--- src/sv/dts_pkg.sv ---
// Shared types, constants and sequence tables for the DDS tuner latch sequencer.
// No dependencies; every other file of the block refers to this package.
package dts_pkg;

	localparam int unsigned CfgIdxW  = 1;
	localparam int unsigned CfgDataW = 29;
	localparam int unsigned XtalW    = 29;
	localparam int unsigned PllW     = 5;
	localparam int unsigned FreqW    = 26;
	localparam int unsigned StepW    = 16;
	localparam int unsigned DenW     = XtalW + PllW;
	localparam int unsigned NumW     = FreqW + 16;
	localparam int unsigned RemW     = DenW + 1;
	localparam int unsigned QrW      = NumW + 1;
	localparam int unsigned ProdW    = StepW + PllW;
	localparam int unsigned WrW      = 6;
	localparam int unsigned DivCntW  = 6;
	localparam int unsigned DivSteps = NumW;

	localparam logic [XtalW-1:0] XtalReset = 29'd200000000;
	localparam logic [PllW-1:0]  PllReset  = 5'd1;
	localparam logic [FreqW-1:0] FreqMax   = 26'd65000000;
	localparam logic [StepW-1:0] StepMax   = 16'hffff;

	// band edges, inclusive
	localparam logic [FreqW-1:0] BandEdge0 = 26'd2250000;
	localparam logic [FreqW-1:0] BandEdge1 = 26'd5500000;
	localparam logic [FreqW-1:0] BandEdge2 = 26'd11000000;
	localparam logic [FreqW-1:0] BandEdge3 = 26'd22000000;
	localparam logic [FreqW-1:0] BandEdge4 = 26'd37500000;

	localparam logic [7:0] WrbBit      = 8'h40;
	localparam logic [7:0] DdsResetBit = 8'h80;
	localparam logic [7:0] BandMask    = 8'h3f;
	localparam logic [7:0] FullMask    = 8'hff;
	localparam logic [7:0] PttBit      = 8'h40;
	localparam logic [7:0] PreampBit   = 8'h80;
	localparam logic [7:0] TuneBase    = 8'h04;
	localparam logic [7:0] DdsMid      = 8'h80;
	localparam logic [11:0] DacMult    = 12'd4095;

	localparam logic [WrW-1:0] RstPre      = 6'd6;
	localparam logic [WrW-1:0] TuneLastWr  = 6'd24;
	localparam logic [WrW-1:0] RstLastWr   = 6'd33;

	typedef enum logic [1:0] {
		CMD_TUNE   = 2'd0,
		CMD_PTT    = 2'd1,
		CMD_PREAMP = 2'd2,
		CMD_RESET  = 2'd3
	} cmd_t;

	typedef enum logic [1:0] {
		LATCH_EXT      = 2'd0,
		LATCH_BAND     = 2'd1,
		LATCH_DDS_DATA = 2'd2,
		LATCH_DDS_CTRL = 2'd3
	} latch_t;

	typedef enum logic [CfgIdxW-1:0] {
		CFG_XTAL = 1'd0,
		CFG_PLL  = 1'd1
	} cfg_idx_t;

	typedef enum logic [2:0] {
		ST_IDLE,
		ST_DIV,
		ST_ROUND,
		ST_DECIDE,
		ST_EMIT
	} state_t;

	typedef struct packed {
		logic load;
		logic div_step;
		logic round;
		logic decide;
		logic emit;
	} ctl_cmd_t;

	typedef struct packed {
		logic in_tune;
		logic div_last;
		logic out_free;
		logic emit_last;
	} ctl_sts_t;

	typedef struct packed {
		latch_t     sel;
		logic [7:0] value;
		logic [7:0] mask;
	} wr_t;

	// one-hot band relay code
	function automatic logic [7:0] band_value(input logic [FreqW-1:0] f);
		logic [7:0] v;
		if (f <= BandEdge0) begin
			v = 8'h01;
		end else if (f <= BandEdge1) begin
			v = 8'h02;
		end else if (f <= BandEdge2) begin
			v = 8'h08;
		end else if (f <= BandEdge3) begin
			v = 8'h04;
		end else if (f <= BandEdge4) begin
			v = 8'h10;
		end else begin
			v = 8'h20;
		end
		return v;
	endfunction

	// one of the four latch writes of a DDS register write
	function automatic wr_t dds_phase(input logic [7:0] addr, input logic [7:0] data,
			input logic [1:0] ph);
		wr_t w;
		w.mask = FullMask;
		case (ph)
			2'd0: begin
				w.sel = LATCH_DDS_DATA;
				w.value = data;
			end
			2'd1: begin
				w.sel = LATCH_DDS_CTRL;
				w.value = WrbBit | addr;
			end
			2'd2: begin
				w.sel = LATCH_DDS_CTRL;
				w.value = addr;
			end
			default: begin
				w.sel = LATCH_DDS_CTRL;
				w.value = WrbBit;
			end
		endcase
		return w;
	endfunction

	// start-up writes before the DDS register block
	function automatic wr_t rst_pre(input logic [2:0] idx);
		wr_t w;
		w.mask = FullMask;
		w.value = 8'h00;
		case (idx)
			3'd0: w.sel = LATCH_BAND;
			3'd1: w.sel = LATCH_DDS_CTRL;
			3'd2: w.sel = LATCH_DDS_DATA;
			3'd3: w.sel = LATCH_EXT;
			3'd4: begin
				w.sel = LATCH_DDS_CTRL;
				w.value = DdsResetBit | WrbBit;
			end
			default: begin
				w.sel = LATCH_DDS_CTRL;
				w.value = WrbBit;
			end
		endcase
		return w;
	endfunction

	function automatic logic [7:0] rst_addr(input logic [2:0] r);
		logic [7:0] a;
		case (r)
			3'd0: a = 8'h1d;
			3'd1: a = 8'h1e;
			3'd2: a = 8'h20;
			3'd3: a = 8'h21;
			3'd4: a = 8'h22;
			3'd5: a = 8'h23;
			default: a = 8'h24;
		endcase
		return a;
	endfunction

	function automatic logic [7:0] rst_data(input logic [2:0] r);
		logic [7:0] d;
		case (r)
			3'd0: d = 8'h10;
			3'd1: d = 8'h20;
			3'd2: d = 8'h60;
			3'd3: d = {4'h0, DacMult[11:8]};
			3'd4: d = DacMult[7:0];
			3'd5: d = {4'h0, DacMult[11:8]};
			default: d = DacMult[7:0];
		endcase
		return d;
	endfunction

endpackage

--- src/sv/dts_if.sv ---
// Valid/ready stream interfaces for the command and latch-write channels.
// Depends on dts_pkg for field widths.
interface dts_in_if;
	logic                      valid;
	logic                      ready;
	logic [1:0]                cmd;
	logic [dts_pkg::FreqW-1:0] freq_hz;
	logic                      switch_on;

	modport source(output valid, output cmd, output freq_hz, output switch_on, input ready);
	modport sink(input valid, input cmd, input freq_hz, input switch_on, output ready);
endinterface

interface dts_out_if;
	logic                      valid;
	logic                      ready;
	logic [1:0]                latch_select;
	logic [7:0]                latch_value;
	logic                      last;
	logic [dts_pkg::StepW-1:0] tuned_steps;
	logic                      tuned_valid;

	modport source(output valid, output latch_select, output latch_value, output last,
		output tuned_steps, output tuned_valid, input ready);
	modport sink(input valid, input latch_select, input latch_value, input last,
		input tuned_steps, input tuned_valid, output ready);
endinterface

--- src/sv/dts_ctrl.sv ---
// Controller state machine of the latch sequencer.
// Depends on dts_pkg for state, command and status types.
module dts_ctrl (
	input  logic              clk,
	input  logic              arst_n,
	input  logic              in_valid,
	output logic              in_ready,
	input  dts_pkg::ctl_sts_t sts,
	output dts_pkg::ctl_cmd_t ctl
);

	dts_pkg::state_t state_q;
	dts_pkg::state_t state_d;

	always_ff @(posedge clk or negedge arst_n) begin
		if (!arst_n) begin
			state_q <= dts_pkg::ST_IDLE;
		end else begin
			state_q <= state_d;
		end
	end

	always_comb begin
		state_d = state_q;
		case (state_q)
			dts_pkg::ST_IDLE: begin
				if (in_valid) begin
					state_d = sts.in_tune ? dts_pkg::ST_DIV : dts_pkg::ST_EMIT;
				end
			end
			dts_pkg::ST_DIV: begin
				if (sts.div_last) begin
					state_d = dts_pkg::ST_ROUND;
				end
			end
			dts_pkg::ST_ROUND:  state_d = dts_pkg::ST_DECIDE;
			dts_pkg::ST_DECIDE: state_d = dts_pkg::ST_EMIT;
			dts_pkg::ST_EMIT: begin
				if (sts.out_free && sts.emit_last) begin
					state_d = dts_pkg::ST_IDLE;
				end
			end
			default: state_d = dts_pkg::ST_IDLE;
		endcase
	end

	always_comb begin
		in_ready = 1'b0;
		ctl = '0;
		case (state_q)
			dts_pkg::ST_IDLE: begin
				in_ready = 1'b1;
				ctl.load = in_valid;
			end
			dts_pkg::ST_DIV:    ctl.div_step = 1'b1;
			dts_pkg::ST_ROUND:  ctl.round = 1'b1;
			dts_pkg::ST_DECIDE: ctl.decide = 1'b1;
			dts_pkg::ST_EMIT:   ctl.emit = sts.out_free;
			default: ;
		endcase
	end

endmodule

--- src/sv/dts_datapath.sv ---
// Datapath: config registers, restoring divider, rounding, write sequencing,
// latch shadows and the output register. Depends on dts_pkg.
module dts_datapath (
	input  logic                         clk,
	input  logic                         arst_n,
	input  dts_pkg::ctl_cmd_t            ctl,
	output dts_pkg::ctl_sts_t            sts,
	input  logic                         cfg_we,
	input  logic [dts_pkg::CfgIdxW-1:0]  cfg_index,
	input  logic [dts_pkg::CfgDataW-1:0] cfg_data,
	input  logic [1:0]                   cmd,
	input  logic [dts_pkg::FreqW-1:0]    freq_hz,
	input  logic                         switch_on,
	output logic                         out_valid,
	input  logic                         out_ready,
	output logic [1:0]                   latch_select,
	output logic [7:0]                   latch_value,
	output logic                         last,
	output logic [dts_pkg::StepW-1:0]    tuned_steps,
	output logic                         tuned_valid
);

	logic [dts_pkg::XtalW-1:0]   xtal_q;
	logic [dts_pkg::PllW-1:0]    pll_q;
	logic                        tuned_flag_q;
	logic [dts_pkg::StepW-1:0]   tuned_step_q;

	dts_pkg::cmd_t               cmd_q;
	logic [dts_pkg::FreqW-1:0]   freq_q;
	logic                        sw_q;
	logic [dts_pkg::DenW-1:0]    den_q;
	logic [dts_pkg::NumW-1:0]    num_q;     // numerator in, quotient out
	logic [dts_pkg::RemW-1:0]    rem_q;
	logic [dts_pkg::DivCntW-1:0] cnt_q;
	logic [dts_pkg::StepW-1:0]   k_q;
	logic [7:0]                  band_q;
	logic                        need_dds_q;
	logic [dts_pkg::ProdW-1:0]   prod_q;
	logic [dts_pkg::WrW-1:0]     wr_q;
	logic [7:0]                  shadow_q [4];

	logic                        out_valid_q;
	logic [1:0]                  sel_q;
	logic [7:0]                  value_q;
	logic                        last_q;
	logic [dts_pkg::StepW-1:0]   steps_q;
	logic                        tvalid_q;

	logic [dts_pkg::FreqW-1:0]   freq_clamp;
	logic [dts_pkg::RemW-1:0]    rem_sh;
	logic [dts_pkg::RemW-1:0]    den_ext;
	logic                        rem_ge;
	logic [dts_pkg::RemW:0]      twice_r;
	logic                        rnd_inc;
	logic [dts_pkg::QrW-1:0]     q_rnd;
	logic [dts_pkg::StepW-1:0]   k_next;
	logic [4:0]                  tj;
	logic [4:0]                  rj;
	logic [7:0]                  tune_data;
	dts_pkg::wr_t                cur;
	logic                        cur_last;
	logic [7:0]                  sh_cur;
	logic [7:0]                  sh_new;

	// configuration; any write drops the tuned mark
	always_ff @(posedge clk or negedge arst_n) begin
		if (!arst_n) begin
			xtal_q <= dts_pkg::XtalReset;
			pll_q <= dts_pkg::PllReset;
		end else if (cfg_we) begin
			case (dts_pkg::cfg_idx_t'(cfg_index))
				dts_pkg::CFG_XTAL: xtal_q <= cfg_data[dts_pkg::XtalW-1:0];
				dts_pkg::CFG_PLL:  pll_q <= cfg_data[dts_pkg::PllW-1:0];
				default: ;
			endcase
		end
	end

	always_ff @(posedge clk or negedge arst_n) begin
		if (!arst_n) begin
			tuned_flag_q <= 1'b0;
			tuned_step_q <= '0;
		end else if (cfg_we) begin
			tuned_flag_q <= 1'b0;
		end else if (ctl.decide) begin
			tuned_flag_q <= 1'b1;
			tuned_step_q <= k_q;
		end
	end

	assign freq_clamp = (freq_hz > dts_pkg::FreqMax) ? dts_pkg::FreqMax : freq_hz;

	// restoring division, one quotient bit a cycle
	assign den_ext = dts_pkg::RemW'(den_q);
	assign rem_sh  = {rem_q[dts_pkg::RemW-2:0], num_q[dts_pkg::NumW-1]};
	assign rem_ge  = rem_sh >= den_ext;

	// round half to even, then saturate
	assign twice_r = {rem_q, 1'b0};
	assign rnd_inc = (twice_r > (dts_pkg::RemW+1)'(den_q))
		|| ((twice_r == (dts_pkg::RemW+1)'(den_q)) && num_q[0]);
	assign q_rnd   = {1'b0, num_q} + dts_pkg::QrW'(rnd_inc);
	assign k_next  = ((den_q == '0) || (q_rnd > dts_pkg::QrW'(dts_pkg::StepMax)))
		? dts_pkg::StepMax : q_rnd[dts_pkg::StepW-1:0];

	always_ff @(posedge clk) begin
		if (ctl.load) begin
			cmd_q <= dts_pkg::cmd_t'(cmd);
			freq_q <= freq_clamp;
			sw_q <= switch_on;
			den_q <= dts_pkg::DenW'(xtal_q) * dts_pkg::DenW'(pll_q);
			num_q <= {freq_clamp, 16'h0000};
			rem_q <= '0;
			cnt_q <= '0;
		end else if (ctl.div_step) begin
			rem_q <= rem_ge ? (rem_sh - den_ext) : rem_sh;
			num_q <= {num_q[dts_pkg::NumW-2:0], rem_ge};
			cnt_q <= cnt_q + dts_pkg::DivCntW'(1);
		end
		if (ctl.round) begin
			k_q <= k_next;
			band_q <= dts_pkg::band_value(freq_q);
		end
		if (ctl.decide) begin
			need_dds_q <= !tuned_flag_q || (k_q != tuned_step_q);
			prod_q <= dts_pkg::ProdW'(k_q) * dts_pkg::ProdW'(pll_q);
		end
	end

	always_ff @(posedge clk or negedge arst_n) begin
		if (!arst_n) begin
			wr_q <= '0;
		end else if (ctl.load) begin
			wr_q <= '0;
		end else if (ctl.emit) begin
			wr_q <= wr_q + dts_pkg::WrW'(1);
		end
	end

	// write list position within the DDS register block
	assign tj = 5'(wr_q - dts_pkg::WrW'(1));
	assign rj = 5'(wr_q - dts_pkg::RstPre);

	always_comb begin
		case (tj[4:2])
			3'd0:    tune_data = prod_q[15:8];
			3'd1:    tune_data = prod_q[7:0];
			3'd2:    tune_data = dts_pkg::DdsMid;
			default: tune_data = 8'h00;
		endcase
	end

	always_comb begin
		cur.sel = dts_pkg::LATCH_EXT;
		cur.value = 8'h00;
		cur.mask = dts_pkg::FullMask;
		cur_last = 1'b1;
		case (cmd_q)
			dts_pkg::CMD_TUNE: begin
				if (wr_q == '0) begin
					cur.sel = dts_pkg::LATCH_BAND;
					cur.value = band_q;
					cur.mask = dts_pkg::BandMask;
					cur_last = !need_dds_q;
				end else begin
					cur = dts_pkg::dds_phase(dts_pkg::TuneBase + {5'b00000, tj[4:2]},
						tune_data, tj[1:0]);
					cur_last = wr_q == dts_pkg::TuneLastWr;
				end
			end
			dts_pkg::CMD_PTT: begin
				cur.sel = dts_pkg::LATCH_BAND;
				cur.value = {1'b0, sw_q, 6'b000000};
				cur.mask = dts_pkg::PttBit;
			end
			dts_pkg::CMD_PREAMP: begin
				cur.sel = dts_pkg::LATCH_EXT;
				cur.value = {sw_q, 7'b0000000};
				cur.mask = dts_pkg::PreampBit;
			end
			dts_pkg::CMD_RESET: begin
				if (wr_q < dts_pkg::RstPre) begin
					cur = dts_pkg::rst_pre(wr_q[2:0]);
				end else begin
					cur = dts_pkg::dds_phase(dts_pkg::rst_addr(rj[4:2]),
						dts_pkg::rst_data(rj[4:2]), rj[1:0]);
				end
				cur_last = wr_q == dts_pkg::RstLastWr;
			end
			default: ;
		endcase
	end

	assign sh_cur = shadow_q[cur.sel];
	assign sh_new = (sh_cur & ~cur.mask) | (cur.value & cur.mask);

	always_ff @(posedge clk or negedge arst_n) begin
		if (!arst_n) begin
			shadow_q <= '{default: 8'h00};
		end else if (ctl.emit) begin
			shadow_q[cur.sel] <= sh_new;
		end
	end

	always_ff @(posedge clk or negedge arst_n) begin
		if (!arst_n) begin
			out_valid_q <= 1'b0;
		end else if (ctl.emit) begin
			out_valid_q <= 1'b1;
		end else if (out_ready) begin
			out_valid_q <= 1'b0;
		end
	end

	always_ff @(posedge clk) begin
		if (ctl.emit) begin
			sel_q <= cur.sel;
			value_q <= sh_new;
			last_q <= cur_last;
			steps_q <= tuned_step_q;
			tvalid_q <= tuned_flag_q;
		end
	end

	assign sts.in_tune   = dts_pkg::cmd_t'(cmd) == dts_pkg::CMD_TUNE;
	assign sts.div_last  = cnt_q == dts_pkg::DivCntW'(dts_pkg::DivSteps - 1);
	assign sts.out_free  = !out_valid_q || out_ready;
	assign sts.emit_last = cur_last;

	assign out_valid    = out_valid_q;
	assign latch_select = sel_q;
	assign latch_value  = value_q;
	assign last         = last_q;
	assign tuned_steps  = steps_q;
	assign tuned_valid  = tvalid_q;

`ifndef SYNTHESIS
	a_emit_slot: assert property (@(posedge clk) disable iff (!arst_n)
		ctl.emit |-> (!out_valid_q || out_ready))
		else $error("write loaded into an occupied output register");

	a_tuned_rise: assert property (@(posedge clk) disable iff (!arst_n)
		$rose(tuned_flag_q) |-> $past(ctl.decide))
		else $error("tuned mark set outside the decide step");

	a_last_ends: assert property (@(posedge clk) disable iff (!arst_n)
		(ctl.emit && cur_last) |=> !ctl.emit)
		else $error("write issued after the final write of an item");

	a_div_bound: assert property (@(posedge clk) disable iff (!arst_n)
		ctl.div_step |-> (cnt_q < dts_pkg::DivCntW'(dts_pkg::DivSteps)))
		else $error("divider stepped past its last quotient bit");
`endif

endmodule

--- src/sv/dds_tuner_latch_sequencer.sv ---
// Top level of the DDS tuner latch sequencer.
// Depends on dts_pkg, dts_if, dts_ctrl and dts_datapath.
//
// Takes command items on cmds (tune, PTT bit, preamp bit, start-up sequence)
// and produces latch-write items on writes: latch select, full masked byte,
// a last flag on the final write of a command, and the tuned step count and
// tuned mark as they stand after the command.
// Config: cfg_we/cfg_index/cfg_data, index 0 xtal_hz, index 1 PLL multiplier;
// any write clears the tuned mark. Write only while no command is in flight.
// Sequence, one command at a time (ready only when idle):
//   PTT / preamp: accept, then a single write.
//   start-up sequence: 34 writes, one a cycle while writes.ready allows.
//   tune: restoring divide (one quotient bit per cycle of
//   freq*65536 / (xtal*pll)), a round and a decide step, then 1 or 25
//   writes.
// Writes leave through a single output register, so the next command is
// accepted while the final write still waits to be taken.
// Stall: when writes.ready is low the write sequence simply holds.
// Reset: config returns to 200 MHz / x1, latch shadows and tuned state clear;
// no writes are produced until a command item arrives.
module dds_tuner_latch_sequencer (
	input logic                         clk,
	input logic                         arst_n,
	dts_in_if.sink                      cmds,
	dts_out_if.source                   writes,
	input logic                         cfg_we,
	input logic [dts_pkg::CfgIdxW-1:0]  cfg_index,
	input logic [dts_pkg::CfgDataW-1:0] cfg_data
);

	dts_pkg::ctl_cmd_t ctl;
	dts_pkg::ctl_sts_t sts;

	// sequencing: idle, divide, round, decide, write out
	dts_ctrl u_ctrl (
		.clk      (clk),
		.arst_n   (arst_n),
		.in_valid (cmds.valid),
		.in_ready (cmds.ready),
		.sts      (sts),
		.ctl      (ctl)
	);

	// arithmetic, shadows and the output register
	dts_datapath u_datapath (
		.clk          (clk),
		.arst_n       (arst_n),
		.ctl          (ctl),
		.sts          (sts),
		.cfg_we       (cfg_we),
		.cfg_index    (cfg_index),
		.cfg_data     (cfg_data),
		.cmd          (cmds.cmd),
		.freq_hz      (cmds.freq_hz),
		.switch_on    (cmds.switch_on),
		.out_valid    (writes.valid),
		.out_ready    (writes.ready),
		.latch_select (writes.latch_select),
		.latch_value  (writes.latch_value),
		.last         (writes.last),
		.tuned_steps  (writes.tuned_steps),
		.tuned_valid  (writes.tuned_valid)
	);

endmodule

--- src/flat_wrapper.sv ---
// flat-port wrapper written by rule: the top's interface ports become plain ports
module dds_tuner_latch_sequencer_flat 
  (clk, arst_n, cfg_we, cfg_index, cfg_data, cmds_valid, cmds_cmd, cmds_freq_hz, cmds_switch_on, cmds_ready, writes_valid, writes_latch_select, writes_latch_value, writes_last, writes_tuned_steps, writes_tuned_valid, writes_ready);
  dts_in_if cmds_i ();
  dts_out_if writes_i ();
  input logic clk;
  input logic arst_n;
  input logic cfg_we;
  input logic [dts_pkg::CfgIdxW-1:0] cfg_index;
  input logic [dts_pkg::CfgDataW-1:0] cfg_data;
  input wire logic [$bits(cmds_i.valid)-1:0] cmds_valid;
  input wire logic [$bits(cmds_i.cmd)-1:0] cmds_cmd;
  input wire logic [$bits(cmds_i.freq_hz)-1:0] cmds_freq_hz;
  input wire logic [$bits(cmds_i.switch_on)-1:0] cmds_switch_on;
  output wire logic [$bits(cmds_i.ready)-1:0] cmds_ready;
  output wire logic [$bits(writes_i.valid)-1:0] writes_valid;
  output wire logic [$bits(writes_i.latch_select)-1:0] writes_latch_select;
  output wire logic [$bits(writes_i.latch_value)-1:0] writes_latch_value;
  output wire logic [$bits(writes_i.last)-1:0] writes_last;
  output wire logic [$bits(writes_i.tuned_steps)-1:0] writes_tuned_steps;
  output wire logic [$bits(writes_i.tuned_valid)-1:0] writes_tuned_valid;
  input wire logic [$bits(writes_i.ready)-1:0] writes_ready;
  assign cmds_i.valid = cmds_valid;
  assign cmds_i.cmd = cmds_cmd;
  assign cmds_i.freq_hz = cmds_freq_hz;
  assign cmds_i.switch_on = cmds_switch_on;
  assign cmds_ready = cmds_i.ready;
  assign writes_valid = writes_i.valid;
  assign writes_latch_select = writes_i.latch_select;
  assign writes_latch_value = writes_i.latch_value;
  assign writes_last = writes_i.last;
  assign writes_tuned_steps = writes_i.tuned_steps;
  assign writes_tuned_valid = writes_i.tuned_valid;
  assign writes_i.ready = writes_ready;
  dds_tuner_latch_sequencer u_core (.clk(clk), .arst_n(arst_n), .cmds(cmds_i), .writes(writes_i), .cfg_we(cfg_we), .cfg_index(cfg_index), .cfg_data(cfg_data));
endmodule
--- config.mk ---
export PLATFORM = sky130hd
export DESIGN_NAME = dds_tuner_latch_sequencer_flat
export DESIGN_NICKNAME = d
export VERILOG_FILES = /design/src/sv/dts_pkg.sv /design/src/sv/dts_if.sv /design/src/sv/dts_ctrl.sv /design/src/sv/dts_datapath.sv /design/src/sv/dds_tuner_latch_sequencer.sv /design/src/flat_wrapper.sv
export SDC_FILE = /design/constraint.sdc
export NUM_CORES = 1
export LEC_CHECK = 0
export ABC_AREA = 0
export ABC_CLOCK_PERIOD_IN_PS = 6200
export BUFFER_PORTS_ARGS = -buffer_cell sky130_fd_sc_hd__buf_4
export CORE_MARGIN = 5
export CORE_UTILIZATION = 49
export DETAILED_ROUTE_END_ITERATION = 8
export PLACE_DENSITY = 0.77
export SETUP_SLACK_MARGIN = 0.2
export SLEW_MARGIN = 20
export SYNTH_ARGS = -nofsm -noshare
export SYNTH_HDL_FRONTEND = slang
export SYNTH_HIERARCHICAL = 1
export SYNTH_SLANG_ARGS = --single-unit
--- constraint.sdc ---
create_clock -name clk -period 6.2 [get_ports clk]
set_input_delay 0 -clock clk [delete_from_list [all_inputs] [get_ports clk]]
set_output_delay 0 -clock clk [all_outputs]
set_load 0.01 [all_outputs]
==> results of run 1 <==
## how the worst max path moves through the flow
stage / from / end
global route: u_core/u_datapath/pll_q[2] / u_core/u_datapath/den_q[31]
detailed placement: u_core/u_datapath/den_q[13] / u_core/u_datapath/k_q[4]
finish: u_core/u_datapath/den_q[13] / u_core/u_datapath/k_q[2]
CTS: u_core/u_datapath/den_q[13] / u_core/u_datapath/k_q[7]
global placement: u_core/u_datapath/den_q[13] / u_core/u_datapath/k_q[4]
floorplan: u_core/u_datapath/pll_q[4] / u_core/u_datapath/den_q[31]
## flip-flops by register name, summed over array words and instances, names as in the netlist, 26 cells and up
register                    cells
u_core/u_datapath/rem_q        35
u_core/u_datapath/shadow_q     28
u_core/u_datapath/xtal_q       29
u_core/u_datapath/num_q        42
u_core/u_datapath/den_q        34
u_core/u_datapath/freq_q       26
## layout make-up
type,instances,area (sq um),area share (%)
multi-input combinational,1625,12700,51.2
timing repair buffer,179,1530,6.17
clock buffer,41,940,3.79
inverter,167,627,2.53
clock inverter,23,169,0.682
sequential,302,8070,32.6
tap,592,741,2.99
## critical path, cell delays in order, from the launching register on
cell,delay [ps]
edfxtp_1,340
inv_1,50
ha_1,360
a21oi_1,110
o21ai_0,200
a2111oi_0,160
or2_2,320
inv_1,50
o21ai_0,80
a21o_1,180
a21oi_1,130
o21ai_0,110
a22oi_1,270
ha_1,250
ha_1,230
and4_1,310
nand2_1,130
or3_2,470
xnor2_1,140
nor4_1,160
a31oi_1,70
nor3_1,220
nand4_1,170
nor4_4,310
buf_4,210
buf_12,130
nand2_1,50
## routing by layer
layer,global-route usage (%),vias up
met5,0,-
met4,7.13,0
met3,3.24,104
met2,38.7,492
met1,26.1,8173
li1,-,7907
## cells in the final DEF (no fill, tap or decap), types with 18 or more instances in the layout
master         count
nand2_1          275
inv_1            167
edfxtp_1         156
nor2_1           128
and2_1           119
fa_1             117
ha_1             116
buf_4            113
a21oi_1           92
mux2_2            86
xnor2_1           81
dfrtp_1           75
o21ai_0           69
dlygate4sd3_1     64
dfxtp_1           57
nand3_1           48
xor2_1            42
clkbuf_16         36
nand4_1           33
nor3_1            31
mux2i_1           31
a21o_1            31
nand2b_1          27
a22o_1            24
nor4_1            19
o21bai_1          18
## power groups by stage
stage          sequential, mW  clock, mW  combinational, mW
4_1_cts                  2.83       2.04               5.23
3_5_place_dp             2.87          0               5.15
2_1_floorplan            2.77          0               4.06
3_3_place_gp             2.86          0               4.98
5_1_grt                  2.87       2.14               5.92
6_report                 2.84       1.99               5.21
## stage by stage
| step | setup slack (ps) | power [mW] |
|---|---|---|
| finish | 705 | 10.0 |
| global route | 375 | 10.9 |
| CTS | 492 | 10.1 |
| detailed placement | 535 | 8.03 |
| global placement | 645 | 7.85 |
| floorplan | 1300 | 6.82 |
## cell families (layout without fill, tap and decap cells)
logic type,count (synthesis),count (layout)
buffers and inverters,263,410
flip-flops,302,302
AO/OA/AOI/OAI,380,380
XOR/XNOR,123,123
multiplexers,121,121
adder cells (fa/ha/maj),233,233
AND/OR/NAND/NOR,768,768
## repair_timing
action | 4_1_cts | 5_1_grt
hold endpoints to repair | 140 | 0
endpoints found under the setup margin | 0 | 20
buffers inserted | 0 | 2
hold buffers | 65 | 0
gates resized for setup | 0 | 1
==> results.cfg, run 1 <==
[worst_setup_path]
critPathLaunchType = flip-flop
criticalPathCategory = reg -> reg
reg2reg_slack_ps = 710
path_max_fanout = 12
critPathRequiredTime_ps = 6490
arrival_ps = 5780
regToRegEndpoint = u_core/u_datapath/k_q[2]
crit_path_end_kind = flip-flop
r2r-start = u_core/u_datapath/den_q[13]
r2r_cells = 26

[floorplanning]
die_w_um = 221
start_util_pct = 49.3
io_pins = 94
die-area_sq_um = 48700
rows = 77
die_y_um = 221
core-area_sq_um = 44100

[routing]
wl_met1_um = 21000
drt_iter0_drc = 1290
wl_per_cell_um = 17.4
route.met2.wl_um = 26000
dr.pass1.iters = 5
met3WireLength_um = 2430
detail-route-antenna-nets = 0
dr.max_layer_used = met4
viasPerCell = 5.69
wirelength_um = 51000
route.detailed.drc = 0
via_count = 16700

[power]
peakVddDrop_mv = 0.292
pwr-share-seq_pct = 28.3
pwr-share-comb_pct = 51.9
leakagePower_nw = 10.5
p_int_mw = 6.02
p_sw_share_pct = 40.1
p_switching_mw = 4.03
power_per_cell_area_nw_per_um2 = 406
clockPowerShare_pct = 19.9

[yosys]
avgSynthCellArea_sq_um = 9.94
synth-xor-area-share_pct = 4.95
yosysMostFrequentCell = nand2_1
synthArstFlopShare_pct = 29.5
synth_cell_types = 90
synth_compound_area_share_pct = 11.8
synth_top_area_cell = edfxtp_1
synthTopCellsByArea = edfxtp_1, fa_1, dfrtp_1
synth_seq_area_share_pct = 37.1
synth-edff-count = 156
synth_mux_area_share_pct = 6.29
synth_top_family_by_area = simple AND/OR/NAND/NOR gates
synth_top_area_share_pct = 21.5
synthSimpleGateAreaFrac_pct = 17.7
syn_inst = 2190
synthAdderAreaFrac_pct = 17.4
synth_common_cells = nand2_1, inv_1, edfxtp_1, nor2_1, and2_1
syn_nets = 2487
syn_area_sq_um = 21800
ys_warn_count = 6
ys_ff_latch = 302
synthFlopType = edfxtp_1

[sta]
drv_slew = 0
rsz0062_at_grt = false
finalHoldViolations = 0
worstMarginPinSlew_ps = 1050
fin_setup_tns_ps = 0
max_freq_ghz = 0.182
period_needed_ps = 5490
timing.final.crit_share_pct = 88.6
holdWs_ps = 174
setup_viol = 0
clock_skew_ps = 17.8
relSlewSlack_pct = 29.1

[placement]
port_buffers = 93
place_area_sq_um = 23000
gp_congestion = 0.898
dp_hpwl_um = 37900
dp_cells = 2798

[final_layout]
diodes = 0
final_util_pct = 56.1
stdcell_count = 2929
drive_above_1_share_pct = 13.1
stdcell_area_sq_um = 24800
num-nets-final = 2608
syn2layout_area_growth_pct = 13.8
filler_cell_count = 3790

[clock_tree]
clock_path_buffers = 3
cts-htree-levels = 2
cts_tree = done
cts_buffers = 36
clk_pin_slew_ps = 60
cts_root_buf = clkbuf_16
clkSinkCount = 302
clk_latency_ps = 550

[outcome]
status = complete, no violations

[global_routing]
grt_max_degree = 81
grt_remaining_overflow = 0
antenna_found_initial = 0
grt_pass1_vias = 17100
grt_pass1_wl_um = 85600
grt_usage_pct = 21.3

[flow_run]
maxCapViolCount = 0

[min_path]
min_path_type = in -> reg
worstHoldStart = cmds_switch_on
hold_depth = 2
whs_endpoint = u_core/u_datapath/sw_q
Power figures use the tool's default switching activity.
==> inputs of run 2 (changes only) <==
--- a/config.mk
+++ b/config.mk
@@ -8,10 +8,12 @@
 export ABC_AREA = 0
 export ABC_CLOCK_PERIOD_IN_PS = 6200
 export BUFFER_PORTS_ARGS = -buffer_cell sky130_fd_sc_hd__buf_4
+export CELL_PAD_IN_SITES_DETAIL_PLACEMENT = 1
+export CELL_PAD_IN_SITES_GLOBAL_PLACEMENT = 2
 export CORE_MARGIN = 5
-export CORE_UTILIZATION = 49
+export CORE_UTILIZATION = 41
 export DETAILED_ROUTE_END_ITERATION = 8
-export PLACE_DENSITY = 0.77
+export PLACE_DENSITY = 0.92
 export SETUP_SLACK_MARGIN = 0.2
 export SLEW_MARGIN = 20
 export SYNTH_ARGS = -nofsm -noshare
==> run 2 against run 1 <==
  * Worst hold slack worse by 31 ps
  * Sequential power about the same
  * First-iteration DRC count down 32%
  * Final cell count rose by 3.3%
  * Global-route usage decreased by 0.36 points
  * Combinational power grew 4.0%
  * Critical endpoint is now u_core/u_datapath/den_q[31]
==> results.cfg, run 2 (synthesis results as in run 1) <==
[final_layout]
final_util_pct = 47.5
syn2layout_area_growth_pct = 14.6
largest_register = u_core/u_datapath/num_q
largest_register_ffs = 42
layout_commonest_cell = nand2_1
largestRegisters = u_core/u_datapath/num_q: 42 flops, u_core/u_datapath/rem_q: 35 flops, u_core/u_datapath/den_q: 34 flops
stdcell_area_sq_um = 24900
layout_common_cells = nand2_1, inv_1, edfxtp_1
num-nets-final = 2607
drive_above_1_share_pct = 13.0

[power]
peakVddDrop_mv = 0.280
power_per_cell_area_nw_per_um2 = 418
leakagePower_nw = 10.5

[placement]
dp_hpwl_um = 44600
pre_cts_slack_ps = 591
port_buffers = 93
gp_congestion = 0.881
place_area_sq_um = 23100

[routing]
route.detailed.drc = 0
wirelength_um = 60100
wl_per_cell_um = 19.9
detail-route-antenna-nets = 0
drt_iter0_drc = 880
viasPerCell = 5.57
via_count = 16900
dr.pass1.iters = 5

[worst_setup_path]
arrival_ps = 5960
r2r_cells = 16
path_max_fanout = 24
critPathLaunchType = flip-flop
criticalPathCategory = reg -> reg
reg2reg_slack_ps = 530
crit_path_end_kind = flip-flop
critPathRequiredTime_ps = 6490

[sta]
setup_ws_ps = 529
max_freq_ghz = 0.176
holdWs_ps = 143
drv_slew = 0
worstMarginPinSlew_ps = 1040
finalHoldViolations = 0
period_needed_ps = 5670
setup_viol = 0
rsz0062_at_grt = false
fin_setup_tns_ps = 0
relSlewSlack_pct = 30.3
timing.final.crit_share_pct = 91.5
clock_skew_ps = 24.9

[global_routing]
antenna_found_initial = 0
grt_max_degree = 78
grt_pass1_vias = 18600
grt_usage_pct = 21.0
grt_pass1_wl_um = 98400
grt_remaining_overflow = 0

[clock_tree]
cts-htree-levels = 2
postCtsSetupRepairBufs = 0
clk_latency_ps = 570
cts_root_buf = clkbuf_16
cts_tree = done
clkSinkCount = 302
clock_path_buffers = 3
clk_pin_slew_ps = 60
cts_buffers = 36

[floorplanning]
die_y_um = 240
io_pins = 94
rows = 84
start_util_pct = 41.4
die-area_sq_um = 57800
die_w_um = 240
core-area_sq_um = 52600

[min_path]
min_path_type = in -> async

[outcome]
status = complete, no violations

[flow_run]
maxCapViolCount = 0
-- run 2: changes by cell type in the layout (fill, tap and decap cells not counted), sizes merged --
cell	change
clkbuf	+8
dlygate4sd3	+2
clkinvlp	-1
clkinv	-6
diode	+1
bufinv	+1
buf	-3
-- run 2: layout make-up --
type	instances	area, sq um
well taps	688	861
diodes	1	2.50
clock inverters	17	174
repair buffers	178	1510
multi-input cells	1625	12700
clock buffers	49	1010
fillers	5832	27600
flip-flops and latches	302	8070
inverters	167	627
-- run 2: worst max-delay path, stage by stage, from the launching register on --
cell,delay [ps]
dfrtp_1,930
nand2_1,170
fa_1,540
inv_1,60
fa_1,500
fa_1,490
ha_1,380
a21oi_1,290
nand2_1,90
a221oi_1,380
o2111a_1,240
nor3_1,80
a41o_1,270
o41ai_1,350
o21ai_0,230
a31oi_1,270
xnor2_1,110
-- run 2: report_power, final --
group	switching [mW]	internal, mW	leakage [nW]	total, mW
combinational	3.14	2.28	6.97	5.42
clock	0.894	1.25	0.587	2.14
sequential	0.243	2.61	2.96	2.85
total	4.28	6.14	10.5	10.4
-- run 2: per-stage QoR --
| step | cells | total power [mW] |
|---|---|---|
| final | 3027 | 10.4 |
| after global placement | 2894 | 8.03 |
| after floorplan | 2190 | 6.82 |
| after detailed placement | 2894 | 8.28 |
| after global routing | 3026 | 11.3 |
| after CTS | 3026 | 10.5 |
-- run 2: final timing paths --
check                                                  to                       start
setup reg to reg              u_core/u_datapath/den_q[31]  u_core/u_datapath/pll_q[2]
hold reg to reg                u_core/u_datapath/rem_q[2]  u_core/u_datapath/rem_q[2]
min in group clk                   u_core/u_datapath/sw_q              cmds_switch_on
max in group asynchronous   u_core/u_datapath/shadow_q[4]                      arst_n
hold / removal             u_core/u_datapath/shadow_q[27]                      arst_n
setup / recovery              u_core/u_datapath/den_q[31]  u_core/u_datapath/pll_q[2]
-- run 2: timing repair --
action                     CTS  global route
hold buffers                66             0
hold endpoints to repair   174             0
gates resized for setup      0             1
setup endpoints to repair    0            16
-- run 2: per-layer routing --
metal | up-vias | routed length [um] | global-route usage (%)
met5 | - | 0 | 0
met4 | 0 | 2140 | 7.34
met3 | 114 | 2260 | 2.67
met2 | 332 | 30700 | 38.5
met1 | 8516 | 25000 | 25.3
li1 | 7894 | - | -
